`src/sv/bzc_pkg.sv`:
```
`default_nettype none
// ----------------------------------------------------------------------------
// bzc_pkg
// Shared types and constants for the BEMF zero-crossing commutation block.
// ----------------------------------------------------------------------------
package bzc_pkg;

  // Datapath widths
  localparam int unsigned NUM_W  = 38;  // (phase + pi/6) * 1e6
  localparam int unsigned DEN_W  = 43;  // q * 2pi, also 6 * dt
  localparam int unsigned Q_W    = 24;  // q = tick_rate / (6 * dt)
  localparam int unsigned QDEPTH = 2;   // front-to-back queue depth

  // Arithmetic constants
  localparam logic [31:0] STEP_ANGLE   = 32'd357913941;  // 1/6 turn, Q31 full turn
  localparam logic [17:0] PI_SIXTH_Q16 = 18'd34315;
  localparam logic [18:0] TWO_PI_Q16   = 19'd411775;
  localparam logic [19:0] US_PER_S     = 20'd1000000;
  localparam logic [31:0] DELAY_SAT    = 32'hFFFF_FFFF;

  // Reset values of the configuration registers
  localparam logic [15:0] THR_HIGH_RST  = 16'sd100;
  localparam logic [15:0] THR_LOW_RST   = -16'sd100;
  localparam logic [17:0] PHASE_RST     = 18'd0;
  localparam logic [26:0] TICK_RATE_RST = 27'd1000000;

  // Direction codes (2-bit signed)
  localparam logic [1:0] DIR_HOLD    = 2'b00;
  localparam logic [1:0] DIR_FWD     = 2'b01;
  localparam logic [1:0] DIR_REV2    = 2'b10;
  localparam logic [1:0] DIR_REV     = 2'b11;

  // Configuration register indexes
  typedef enum logic [1:0] {
    CFG_THR_HIGH  = 2'd0,
    CFG_THR_LOW   = 2'd1,
    CFG_PHASE     = 2'd2,
    CFG_TICK_RATE = 2'd3
  } cfg_idx_t;

  // Classified word handed from front to back
  typedef struct packed {
    logic        crossing;
    logic        rising;
    logic [31:0] angle;
    logic [31:0] dt;
  } zc_word_t;

  // Back-end sequencer states
  typedef enum logic [2:0] {
    BK_IDLE,
    BK_DIV_Q,
    BK_MUL,
    BK_DIV_START,
    BK_DIV_D,
    BK_DONE
  } bk_state_t;

endpackage
`default_nettype wire

```
`src/sv/bemf_zero_cross_commutation.sv`:
```
`default_nettype none
// ----------------------------------------------------------------------------
// bemf_zero_cross_commutation
// Sensorless BLDC back-EMF zero-crossing detector and commutation delay.
// ----------------------------------------------------------------------------
// Each input word is one back-EMF sample with its timestamp and rotation
// direction and yields exactly one result word. A hysteresis comparator
// flags rising (above the high threshold) and falling (below the low
// threshold) crossings; each crossing steps the electrical angle by
// direction * 1/6 turn, measures the tick interval dt since the previous
// crossing, and computes q = tick_rate / (6 * dt) and the commutation delay
// (phase_offset + pi/6) * 1e6 / (q * 2pi) in microseconds (Q16 radians).
// Zero dt or zero q returns delay 0xFFFFFFFF with delay_invalid set.
// func = 1 clears the comparator and angle (the crossing timestamp is kept).
// Timing: the front classifies a sample in its accept cycle and queues it
// (two entries). The back runs one shared restoring divider, one quotient
// bit per cycle over 38 bits, twice for a crossing with nonzero q, once
// for a crossing whose q comes out zero, and not at all for a word without
// a crossing (or with zero interval); it takes no new word until the last
// result is loaded into the output register. Configuration writes are always ready and
// must be made while the block is idle.
// ----------------------------------------------------------------------------
module bemf_zero_cross_commutation (
  input  wire logic               clk,
  input  wire logic               rst,
  // configuration
  input  wire logic               cfg_valid,
  output logic                    cfg_ready,
  input  wire logic        [1:0]  cfg_index,
  input  wire logic        [26:0] cfg_data,
  // input channel
  input  wire logic               in_valid,
  output logic                    in_stall,
  input  wire logic               func,
  input  wire logic signed [15:0] bemf_sample,
  input  wire logic        [31:0] timestamp,
  input  wire logic signed [1:0]  direction,
  // output channel
  output logic                    out_valid,
  input  wire logic               out_stall,
  output logic                    crossing,
  output logic                    rising_edge,
  output logic signed      [31:0] angle,
  output logic             [31:0] interval_ticks,
  output logic             [31:0] comm_delay,
  output logic                    delay_invalid
);

  // configuration registers
  logic signed [15:0] thr_high;
  logic signed [15:0] thr_low;
  logic        [17:0] phase_offset;
  logic        [26:0] tick_rate;

  bzc_pkg::zc_word_t front_word;
  bzc_pkg::zc_word_t fifo_word;
  logic              push;
  logic              pop;
  logic              fifo_empty;
  logic              fifo_full;

  assign cfg_ready = 1'b1;
  assign in_stall  = fifo_full;
  assign push      = in_valid && !in_stall;

  always_ff @(posedge clk) begin
    if (rst) begin
      thr_high     <= bzc_pkg::THR_HIGH_RST;
      thr_low      <= bzc_pkg::THR_LOW_RST;
      phase_offset <= bzc_pkg::PHASE_RST;
      tick_rate    <= bzc_pkg::TICK_RATE_RST;
    end else if (cfg_valid && cfg_ready) begin
      unique case (bzc_pkg::cfg_idx_t'(cfg_index))
        bzc_pkg::CFG_THR_HIGH:  thr_high     <= cfg_data[15:0];
        bzc_pkg::CFG_THR_LOW:   thr_low      <= cfg_data[15:0];
        bzc_pkg::CFG_PHASE:     phase_offset <= cfg_data[17:0];
        bzc_pkg::CFG_TICK_RATE: tick_rate    <= cfg_data;
        default: ;
      endcase
    end
  end

  // front: comparator, angle, interval
  bzc_front u_front (
    .clk         (clk),
    .rst         (rst),
    .push        (push),
    .func        (func),
    .bemf_sample (bemf_sample),
    .timestamp   (timestamp),
    .direction   (direction),
    .thr_high    (thr_high),
    .thr_low     (thr_low),
    .word        (front_word)
  );

  // queue decouples classification from the divider
  bzc_fifo u_fifo (
    .clk      (clk),
    .rst      (rst),
    .push     (push),
    .word_in  (front_word),
    .pop      (pop),
    .word_out (fifo_word),
    .empty    (fifo_empty),
    .full     (fifo_full)
  );

  // back: speed, delay, output register
  bzc_back u_back (
    .clk            (clk),
    .rst            (rst),
    .fifo_empty     (fifo_empty),
    .fifo_word      (fifo_word),
    .fifo_pop       (pop),
    .phase_offset   (phase_offset),
    .tick_rate      (tick_rate),
    .out_valid      (out_valid),
    .out_stall      (out_stall),
    .crossing       (crossing),
    .rising_edge    (rising_edge),
    .angle          (angle),
    .interval_ticks (interval_ticks),
    .comm_delay     (comm_delay),
    .delay_invalid  (delay_invalid)
  );

endmodule
`default_nettype wire

```
`src/sv/bzc_front.sv`:
```
`default_nettype none
// ----------------------------------------------------------------------------
// bzc_front
// Hysteresis comparator, angle accumulator and crossing interval.
// ----------------------------------------------------------------------------
module bzc_front (
  input  wire logic               clk,
  input  wire logic               rst,
  input  wire logic               push,
  input  wire logic               func,
  input  wire logic signed [15:0] bemf_sample,
  input  wire logic        [31:0] timestamp,
  input  wire logic signed [1:0]  direction,
  input  wire logic signed [15:0] thr_high,
  input  wire logic signed [15:0] thr_low,
  output bzc_pkg::zc_word_t       word
);

  logic        comp_high;
  logic [31:0] angle_acc;
  logic [31:0] last_time;

  logic        rising;
  logic        falling;
  logic [31:0] angle_step;
  logic [31:0] angle_next;

  always_comb begin
    rising  = (bemf_sample > thr_high) && !comp_high;
    falling = (bemf_sample < thr_low) && comp_high;

    unique case (direction)
      bzc_pkg::DIR_FWD:  angle_step = bzc_pkg::STEP_ANGLE;
      bzc_pkg::DIR_REV:  angle_step = -bzc_pkg::STEP_ANGLE;
      bzc_pkg::DIR_REV2: angle_step = -(bzc_pkg::STEP_ANGLE << 1);
      default:           angle_step = '0;
    endcase

    angle_next = (rising || falling) ? angle_acc + angle_step : angle_acc;

    word = '0;
    if (!func) begin
      word.crossing = rising || falling;
      word.rising   = rising;
      word.angle    = angle_next;
      word.dt       = (rising || falling) ? timestamp - last_time : '0;
    end
  end

  always_ff @(posedge clk) begin
    if (rst) begin
      comp_high <= 1'b0;
      angle_acc <= '0;
      last_time <= '0;
    end else if (push) begin
      if (func) begin
        comp_high <= 1'b0;
        angle_acc <= '0;
      end else if (rising || falling) begin
        comp_high <= rising;
        angle_acc <= angle_next;
        last_time <= timestamp;
      end
    end
  end

endmodule
`default_nettype wire

```
`src/sv/bzc_fifo.sv`:
```
`default_nettype none
// ----------------------------------------------------------------------------
// bzc_fifo
// Short register queue between the front and the back.
// ----------------------------------------------------------------------------
module bzc_fifo (
  input  wire logic              clk,
  input  wire logic              rst,
  input  wire logic              push,
  input  wire bzc_pkg::zc_word_t word_in,
  input  wire logic              pop,
  output bzc_pkg::zc_word_t      word_out,
  output logic                   empty,
  output logic                   full
);

  localparam int unsigned AW = $clog2(bzc_pkg::QDEPTH);
  localparam int unsigned CW = $clog2(bzc_pkg::QDEPTH + 1);

  bzc_pkg::zc_word_t slots [bzc_pkg::QDEPTH];
  logic [AW-1:0] wr_ptr;
  logic [AW-1:0] rd_ptr;
  logic [CW-1:0] count;

  assign empty    = (count == '0);
  assign full     = (count == CW'(bzc_pkg::QDEPTH));
  assign word_out = slots[rd_ptr];

  always_ff @(posedge clk) begin
    if (rst) begin
      wr_ptr <= '0;
      rd_ptr <= '0;
      count  <= '0;
    end else begin
      if (push) begin
        wr_ptr <= (wr_ptr == AW'(bzc_pkg::QDEPTH - 1)) ? '0 : wr_ptr + 1'b1;
      end
      if (pop) begin
        rd_ptr <= (rd_ptr == AW'(bzc_pkg::QDEPTH - 1)) ? '0 : rd_ptr + 1'b1;
      end
      if (push && !pop) begin
        count <= count + 1'b1;
      end else if (pop && !push) begin
        count <= count - 1'b1;
      end
    end
  end

  always_ff @(posedge clk) begin
    if (push) begin
      slots[wr_ptr] <= word_in;
    end
  end

endmodule
`default_nettype wire

```
`src/sv/bzc_div.sv`:
```
`default_nettype none
// ----------------------------------------------------------------------------
// bzc_div
// Restoring divider, one quotient bit per cycle.
// ----------------------------------------------------------------------------
module bzc_div (
  input  wire logic                      clk,
  input  wire logic                      rst,
  input  wire logic                      start,
  input  wire logic [bzc_pkg::NUM_W-1:0] dividend,
  input  wire logic [bzc_pkg::DEN_W-1:0] divisor,
  output logic                           done,
  output logic      [bzc_pkg::NUM_W-1:0] quotient
);

  localparam int unsigned NW = bzc_pkg::NUM_W;
  localparam int unsigned DW = bzc_pkg::DEN_W;
  localparam int unsigned CW = $clog2(NW);

  logic          busy;
  logic [CW-1:0] cnt;
  logic [DW-1:0] rem;
  logic [NW-1:0] dvd;
  logic [DW-1:0] dsr;

  logic [DW:0]   shifted;
  logic [DW+1:0] diff;
  logic          fits;

  // partial remainder stays below the divisor, so DW bits hold it
  always_comb begin
    shifted = {rem, dvd[NW-1]};
    diff    = {1'b0, shifted} - {2'b00, dsr};
    fits    = !diff[DW+1];
  end

  assign quotient = dvd;

  always_ff @(posedge clk) begin
    if (rst) begin
      busy <= 1'b0;
      done <= 1'b0;
      cnt  <= '0;
    end else begin
      done <= 1'b0;
      if (start) begin
        busy <= 1'b1;
        cnt  <= '0;
      end else if (busy) begin
        cnt <= cnt + 1'b1;
        if (cnt == CW'(NW - 1)) begin
          busy <= 1'b0;
          done <= 1'b1;
        end
      end
    end
  end

  always_ff @(posedge clk) begin
    if (start) begin
      rem <= '0;
      dvd <= dividend;
      dsr <= divisor;
    end else if (busy) begin
      rem <= fits ? diff[DW-1:0] : shifted[DW-1:0];
      dvd <= {dvd[NW-2:0], fits};
    end
  end

endmodule
`default_nettype wire

```
`src/sv/bzc_back.sv`:
```
`default_nettype none
// ----------------------------------------------------------------------------
// bzc_back
// Speed and commutation delay sequencer with output register.
// ----------------------------------------------------------------------------
module bzc_back (
  input  wire logic               clk,
  input  wire logic               rst,
  input  wire logic               fifo_empty,
  input  wire bzc_pkg::zc_word_t  fifo_word,
  output logic                    fifo_pop,
  input  wire logic        [17:0] phase_offset,
  input  wire logic        [26:0] tick_rate,
  output logic                    out_valid,
  input  wire logic               out_stall,
  output logic                    crossing,
  output logic                    rising_edge,
  output logic signed      [31:0] angle,
  output logic             [31:0] interval_ticks,
  output logic             [31:0] comm_delay,
  output logic                    delay_invalid
);

  localparam int unsigned NW = bzc_pkg::NUM_W;
  localparam int unsigned DW = bzc_pkg::DEN_W;
  localparam int unsigned QW = bzc_pkg::Q_W;

  bzc_pkg::bk_state_t state, state_next;

  bzc_pkg::zc_word_t ent;
  logic [QW-1:0] q;
  logic [NW-1:0] num;
  logic [DW-1:0] den;
  logic [31:0]   delay;
  logic          invalid;

  logic          div_start;
  logic [NW-1:0] div_dividend;
  logic [DW-1:0] div_divisor;
  logic          div_done;
  logic [NW-1:0] div_quot;
  logic          load_out;

  bzc_div u_div (
    .clk      (clk),
    .rst      (rst),
    .start    (div_start),
    .dividend (div_dividend),
    .divisor  (div_divisor),
    .done     (div_done),
    .quotient (div_quot)
  );

  always_comb begin
    state_next   = state;
    fifo_pop     = 1'b0;
    div_start    = 1'b0;
    div_dividend = num;
    div_divisor  = den;
    load_out     = 1'b0;

    unique case (state)
      bzc_pkg::BK_IDLE: begin
        if (!fifo_empty) begin
          fifo_pop = 1'b1;
          if (fifo_word.crossing && (fifo_word.dt != '0)) begin
            // q = floor(tick_rate / (6 * dt))
            div_start    = 1'b1;
            div_dividend = NW'(tick_rate);
            div_divisor  = (DW'(fifo_word.dt) << 2) + (DW'(fifo_word.dt) << 1);
            state_next   = bzc_pkg::BK_DIV_Q;
          end else begin
            state_next = bzc_pkg::BK_DONE;
          end
        end
      end
      bzc_pkg::BK_DIV_Q: begin
        if (div_done) begin
          state_next = (div_quot == '0) ? bzc_pkg::BK_DONE : bzc_pkg::BK_MUL;
        end
      end
      bzc_pkg::BK_MUL: begin
        state_next = bzc_pkg::BK_DIV_START;
      end
      bzc_pkg::BK_DIV_START: begin
        div_start  = 1'b1;
        state_next = bzc_pkg::BK_DIV_D;
      end
      bzc_pkg::BK_DIV_D: begin
        if (div_done) begin
          state_next = bzc_pkg::BK_DONE;
        end
      end
      bzc_pkg::BK_DONE: begin
        if (!out_valid || !out_stall) begin
          load_out   = 1'b1;
          state_next = bzc_pkg::BK_IDLE;
        end
      end
      default: state_next = bzc_pkg::BK_IDLE;
    endcase
  end

  always_ff @(posedge clk) begin
    if (rst) begin
      state     <= bzc_pkg::BK_IDLE;
      out_valid <= 1'b0;
    end else begin
      state <= state_next;
      if (load_out) begin
        out_valid <= 1'b1;
      end else if (!out_stall) begin
        out_valid <= 1'b0;
      end
    end
  end

  always_ff @(posedge clk) begin
    if (fifo_pop) begin
      ent     <= fifo_word;
      // zero interval saturates; overwritten once a real delay is known
      delay   <= fifo_word.crossing ? bzc_pkg::DELAY_SAT : '0;
      invalid <= fifo_word.crossing;
    end
    if (state == bzc_pkg::BK_DIV_Q && div_done) begin
      q <= div_quot[QW-1:0];
    end
    if (state == bzc_pkg::BK_MUL) begin
      num <= NW'(phase_offset + bzc_pkg::PI_SIXTH_Q16) * NW'(bzc_pkg::US_PER_S);
      den <= DW'(q) * DW'(bzc_pkg::TWO_PI_Q16);
    end
    if (state == bzc_pkg::BK_DIV_D && div_done) begin
      delay   <= div_quot[31:0];
      invalid <= 1'b0;
    end
    if (load_out) begin
      crossing       <= ent.crossing;
      rising_edge    <= ent.rising;
      angle          <= ent.angle;
      interval_ticks <= ent.dt;
      comm_delay     <= delay;
      delay_invalid  <= invalid;
    end
  end

endmodule
`default_nettype wire
```
`config.mk`:
```
export PLATFORM = sky130hd
export DESIGN_NAME = bemf_zero_cross_commutation
export DESIGN_NICKNAME = d
export VERILOG_FILES = /design/src/sv/bzc_pkg.sv /design/src/sv/bemf_zero_cross_commutation.sv /design/src/sv/bzc_front.sv /design/src/sv/bzc_fifo.sv /design/src/sv/bzc_div.sv /design/src/sv/bzc_back.sv
export SDC_FILE = /design/constraint.sdc
export NUM_CORES = 2
export LEC_CHECK = 0
export ABC_CLOCK_PERIOD_IN_PS = 8250
export BUFFER_PORTS_ARGS = -buffer_cell sky130_fd_sc_hd__buf_4
export CORE_ASPECT_RATIO = 0.75
export CORE_MARGIN = 4
export CORE_UTILIZATION = 51
export DETAILED_ROUTE_END_ITERATION = 7
export GPL_TIMING_DRIVEN = 0
export PLACE_DENSITY_LB_ADDON = 0.05
export SKIP_LAST_GASP = 1
export SLEW_MARGIN = 40
export SYNTH_ARGS = -nofsm -noshare
export SYNTH_HDL_FRONTEND = slang
export SYNTH_SLANG_ARGS = --single-unit
```
`constraint.sdc`:
```
create_clock -name clk -period 8.25 [get_ports clk]
set_input_delay 0 -clock clk [delete_from_list [all_inputs] [get_ports clk]]
set_output_delay 0 -clock clk [all_outputs]
set_load 0.005 [all_outputs]
```
Word level (Yosys, flattened, before mapping):

Memory sizes are Yosys's and may differ from the RTL's. A register that Yosys moved wholly into a read port is not among the register bits.
Index checks and enable logic that the tools add are counted.

* magnitude comparators: 2
* $mul: 2
* bitwise operators: 2
* add/subtract/negate cells: 10
* mux-type cells: 48
* eq/ne operators: 18
* reduce and logical (&&, ||, !) cells: 35

Operators by type and width (number)
* 32-bit two-way mux: 7
* 38-bit two-way mux: 5
* 43-bit two-way mux: 4
* 32-bit one-hot mux with 3 select lines: 1
* 66-bit two-way mux: 1
* 44-bit by 43-bit subtractor with 45-bit output: 1
* 24-bit by 19-bit multiplier with 43-bit output (second input constant): 1
* 38-bit logical NOT: 1
* 38-bit by 14-bit multiplier with 32-bit output (second input constant): 1
* 34-bit by 33-bit adder with 35-bit output: 1
* 32-bit adder: 1
* 32-bit nonzero test: 1
* 32-bit subtractor: 1
* 1-bit two-way mux: 20
* 18-bit by 16-bit adder with 19-bit output (second input constant): 1
* 3-bit two-way mux: 6
* 3-bit one-hot mux with 6 select lines: 1
* 16-bit greater-than comparator: 1
* 16-bit less-than comparator: 1
* 2-bit equality test (second input constant): 5
* 2-bit AND reduction: 5
* 1-bit logical AND: 8
* 2-bit nonzero test: 4
* 1-bit logical NOT: 7
* 21 further kinds: 32

* bits in writable memories: 132
* flip-flop bits (word level): 579
* memories kept: 1
* output and inout port bits: 102
* input port bits: 85
* logic and storage cells: 151

Memory list
* u_fifo.slots: depth 2, width 66, rd ports 1, clocked after memory_dff 1, wr ports 1, line bzc_fifo.sv:20 `bzc_pkg::zc_word_t slots [bzc_pkg::QDEPTH];`

Longest topological paths before layout:

* depth after elaboration: 7
* mapped depth: 29

Cells and area by module:

From an unflattened synthesis, not the netlist that was laid out.

* cell total of the unflattened synthesis: 4974
* area total of the unflattened synthesis: 50116.8 um^2

Modules (own cells, without submodules)
* bzc_back: cells each 2332, area an instance 25106.6 um^2, times used 1
* bzc_front: cells each 1321, area an instance 8954.8 um^2, times used 1
* bzc_div: cells each 785, area an instance 7887.6 um^2, times used 1
* bzc_fifo: cells each 227, area an instance 4977.3 um^2, times used 1
* bemf_zero_cross_commutation: cells each 309, area an instance 3190.6 um^2, times used 1

Least setup slack after synthesis:

Ideal clock, no wire load.

* path type: register -> register
* start: register phase_offset[0]
* end: register u_back.num[34] (data pin)
* period minus slack after synthesis: 6.800 ns
* slack: 1.450 ns
* required time: 7.978 ns
* cell stages (with the launch flop): 28
* data arrival time: 6.528 ns
* cell sequence: dfxtp_1 > inv_1 > ha_1 > inv_1 > a21oi_1 > nor2_1 > xnor2_1 > clkinv_1 > xnor2_1 > xnor2_1 > fa_1 > fa_1 > inv_1 > fa_1 > inv_1 > ha_1 > inv_1 > fa_1 > inv_1 > ha_1 > clkbuf_1 > a211o_1 > o211ai_1 > o211ai_1 > a31oi_1 > o21a_1 > nor4_1 > or4b_1

* longest elaborated chain between the ends: 2

Ends and longest elaborated chain
* from (decl): line bemf_zero_cross_commutation.sv:52 `logic [17:0] phase_offset;`
* from (signal assigned): line bemf_zero_cross_commutation.sv:70 `phase_offset <= bzc_pkg::PHASE_RST;`
* from (signal assigned): line bemf_zero_cross_commutation.sv:76 `bzc_pkg::CFG_PHASE: phase_offset <= cfg_data[17:0];`
* 18-bit by 16-bit adder with 19-bit output: line bzc_back.sv:129 `num <= NW'(phase_offset + bzc_pkg::PI_SIXTH_Q16) * NW'(bzc_pkg::US_PER_S);`
* 38-bit by 14-bit multiplier with 32-bit output: line bzc_back.sv:129
* to (signal assigned): line bzc_back.sv:129
* to (decl): line bzc_back.sv:32 `logic [NW-1:0] num;`

No other way between the ends.
A chain may end at the register's enable or synchronous reset.

Worst setup path after layout:

Same ends and word-level chain as after synthesis.

==> flow_metrics.py <==
metrics = {
    "outcome": {
        "status": "complete, no violations",
    },
    "job": {
        "maxCapViolCount": 0,
    },
    "clock_tree": {
        "cts_made_buffers": 75,
        "cts_sinks": 712,
        "clk_latency_ps": 640,
        "htree_num_levels": 3,
        "cts_buffer_depth": 3,
        "root_buffer": "clkbuf_16",
        "clk_pin_slew_worst_paths_ps": 70,
        "cts_tree": "yes",
    },
    "timing": {
        "skew_ps": 46.6,
        "fmax_ghz": 0.132,
        "period_minus_slack_ps": 7550,
        "max-slew-margin-rel": 0.382,
        "worstMarginPinSlew_ps": 927,
        "hold_slack_ps": 81.1,
        "setup_viol": 0,
        "maxSlewViolCount": 0,
        "rsz0062_at_grt": "no",
        "hold_viol_final": 0,
        "final.period_utilization": 0.916,
        "setup_ws_ps": 697,
    },
    "worst_setup_path": {
        "cpMostUsedCell": "inv_1",
        "critPathLaunchType": "register",
        "crit_fanout": 8,
        "required_ps": 8630,
        "critical-path-max-stage-delay_ps": 570,
        "critical_path_class": "register to register",
        "cp_slowest_cell": "fa_1",
        "crit_arrival_ps": 7930,
        "r2r_slack_ps": 700,
        "end_kind": "register",
    },
    "placement": {
        "portBuffers": 184,
        "hpwl_um": 93100,
        "place_ws_ps": 484,
        "dp_cells": 5971,
        "routabilityCongestion": 0.916,
    },
    "global_routing": {
        "grt_pass1_wl_um": 187000,
        "grt_pass1_vias": 33000,
        "grt.total_usage": 0.245,
        "antenna_found_initial": 2,
        "grt_max_degree": 39,
        "grt-ovfl-total": 0,
    },
    "routing": {
        "drt-total-wl_um": 119000,
        "vias_per_cell": 5.50,
        "wl_per_cell_um": 19.2,
        "num_vias": 34000,
        "ant_nets": 0,
        "drtIter0Drc": 2653,
        "drt-pass1-iter-count": 5,
        "drc_errors": 0,
    },
    "power_and_ir_drop": {
        "p_per_area_nw_per_um2": 289,
        "power_frac_clock": 0.228,
        "swShare": 0.384,
        "switching_power_mw": 5.94,
        "p_int_mw": 9.52,
        "ir_drop_mv": 0.233,
        "power.leakage_nw": 23.3,
        "seqPwrFrac": 0.351,
        "combPwrFrac": 0.421,
    },
    "floorplan": {
        "num_io_pins": 187,
        "die_w_um": 358,
        "rows": 95,
        "die_area_um2": 96700,
        "start_util": 0.518,
        "core_um2": 90300,
        "die_h_um": 270,
    },
    "yosys": {
        "avgSynthCellArea_um2": 10.3,
        "syn-num-nets": 5324,
        "yosysWarnings": 0,
        "netlist_area_um2": 46800,
        "synth_ff_type": "edfxtp_1",
        "synth_seq_area_share": 0.414,
        "synthCells": 4552,
        "ys_types": 93,
        "synth_edf_count": 509,
        "ys_ff_latch": 712,
        "async_flop_share": 0,
    },
    "cells_and_area": {
        "final_cells": 6177,
        "drive_gt1_frac": 0.0888,
        "nNetsFinal": 5676,
        "area_growth_pct": 14.2,
        "diodes": 0,
    },
    "hold_path": {
        "min_path_type": "input pin to register",
    },
}
-- timing repair --
| action | in CTS | in global routing |
|---|---|---|
| setup buffers | 0 | 0 |
| hold buffers | 68 | 0 |
| setup endpoints to repair | 0 | 1 |
| endpoints found under the hold margin | 166 | 0 |
| resized for setup | 0 | 1 |
-- final timing paths --
check / start / endpoint / depth (start not counted)
hold reg to reg: u_back.ent[48]$_DFFE_PP_ / u_back.angle[16]$_DFFE_PP_ / 0
setup reg to reg: phase_offset[0]$_SDFFE_PP0P_ / u_back.num[34]$_DFFE_PP_ / 27
setup / recovery: phase_offset[0]$_SDFFE_PP0P_ / u_back.num[34]$_DFFE_PP_ / 27
hold / removal: func / u_front.angle_acc[23]$_SDFFE_PP0P_ / 5
-- placed cells by master (no fill, tap or decap), drive strengths merged, types with 11 or more instances in the layout --
| cell | count |
|---|---|
| a211o | 23 |
| a211oi | 50 |
| a21o | 110 |
| a21oi | 315 |
| a22o | 17 |
| a22oi | 21 |
| a31oi | 26 |
| and2 | 29 |
| and3 | 28 |
| and4 | 12 |
| buf | 233 |
| clkbuf | 220 |
| clkinv | 19 |
| dfxtp | 203 |
| dlygate4sd3 | 68 |
| edfxtp | 509 |
| fa | 225 |
| ha | 462 |
| inv | 651 |
| mux2 | 36 |
| mux2i | 72 |
| nand2 | 438 |
| nand2b | 32 |
| nand3 | 91 |
| nand3b | 18 |
| nand4 | 37 |
| nor2 | 287 |
| nor2b | 28 |
| nor3 | 55 |
| nor4 | 19 |
| o211ai | 18 |
| o21a | 27 |
| o21ai | 141 |
| o21bai | 33 |
| o31ai | 20 |
| or2 | 13 |
| or3 | 11 |
| xnor2 | 131 |
| xor2 | 81 |
-- metrics by stage --
step | area (um^2) | TNS (ps) | util | power [mW]
floorplan | 46800 | 0 | - | 9.94
global placement | 49700 | -155480 | 0.550 | 11.8
detailed placement | 50200 | 0 | 0.556 | 11.9
CTS | 53400 | 0 | 0.591 | 15.5
global route | 53400 | 0 | 0.591 | 16.5
finish | 53400 | 0 | 0.591 | 15.5
-- critical path: cells and delay by family (launching register included) --
kind / cells / cell delay [ps]
flops: 1 / 350
xor+xnor: 3 / 910
simple gates: 3 / 740
fa+ha+maj: 7 / 2860
buf+inv: 8 / 870
compound gates: 6 / 1530
-- flip-flops by register name (all words and copies together) (netlist names), 38 cells and up, named ones only --
name                   count
u_back.den                43
u_back.ent                66
u_back.u_div.dsr          43
u_back.u_div.quotient     38
u_back.u_div.rem          43
u_fifo.slots             132
-- power groups by stage --
stage          combinational (mW)  clock, mW  sequential [mW]
2_1_floorplan                4.58          0             5.36
6_report                     6.50       3.52             5.43
3_5_place_dp                 6.39          0             5.50
4_1_cts                      6.48       3.59             5.43
5_1_grt                      7.23       3.76             5.50
3_3_place_gp                 6.25          0             5.57
-- final cells by class --
cell class | count | area, um^2
inverters | 646 | 2430
multi-input cells | 3044 | 24500
repair buffers | 275 | 2440
clock buffers | 96 | 2010
well taps | 1212 | 1520
plain buffers | 150 | 618
flip-flops and latches | 712 | 19300
clock inverters | 42 | 543
fillers | 7930 | 36900
-- logic make-up (layout without fill, tap and decap cells) --
family / after synthesis / after routing / synth area share
AOI/OAI and AO/OA: 910 / 910 / 0.128
xor gates and xnor gates: 212 / 212 / 0.0397
adders and majority gates: 689 / 689 / 0.220
buffers and inverters: 796 / 1209 / 0.0647
DFF: 712 / 712 / 0.414
muxes: 108 / 108 / 0.0241
other: 1 / 1 / 0.0000801
and+or+nand+nor: 1124 / 1124 / 0.110
-- synth_stat cells (all sizes together) (9+ instances only) --
| master | n | area [um^2] |
|---|---|---|
| inv | 643 | 2410 |
| edfxtp | 509 | 15300 |
| ha | 462 | 5780 |
| nand2 | 438 | 1640 |
| a21oi | 315 | 1580 |
| nor2 | 287 | 1080 |
| fa | 225 | 4500 |
| dfxtp | 203 | 4060 |
| o21ai | 141 | 706 |
| xnor2 | 131 | 1150 |
| clkbuf | 123 | 462 |
| a21o | 110 | 828 |
| nand3 | 91 | 460 |
| xor2 | 81 | 709 |
| mux2i | 72 | 721 |
| nor3 | 55 | 275 |
| a211oi | 50 | 398 |
| nand4 | 37 | 231 |
| mux2 | 36 | 405 |
| o21bai | 33 | 248 |
| nand2b | 32 | 200 |
| and2 | 29 | 181 |
| and3 | 28 | 176 |
| nor2b | 28 | 175 |
| buf | 27 | 141 |
| o21a | 27 | 203 |
| a31oi | 26 | 163 |
| a211o | 23 | 203 |
| a22oi | 21 | 158 |
| o31ai | 20 | 160 |
| nor4 | 19 | 119 |
| nand3b | 18 | 135 |
| o211ai | 18 | 135 |
| a22o | 17 | 149 |
| or2 | 13 | 81.3 |
| and4 | 12 | 105 |
| or3 | 11 | 68.8 |
| a2111oi | 9 | 104 |
-- per-layer routing --
metal / track usage / up-vias / share of wire
met3: 0.0387 / 138 / 0.058
met5: 0 / - / 0.00011
met4: 0.0471 / 2 / 0.018
met1: 0.381 / 16500 / 0.50
li1: - / 16500 / -
met2: 0.364 / 808 / 0.43
Power figures use the tool's default switching activity.
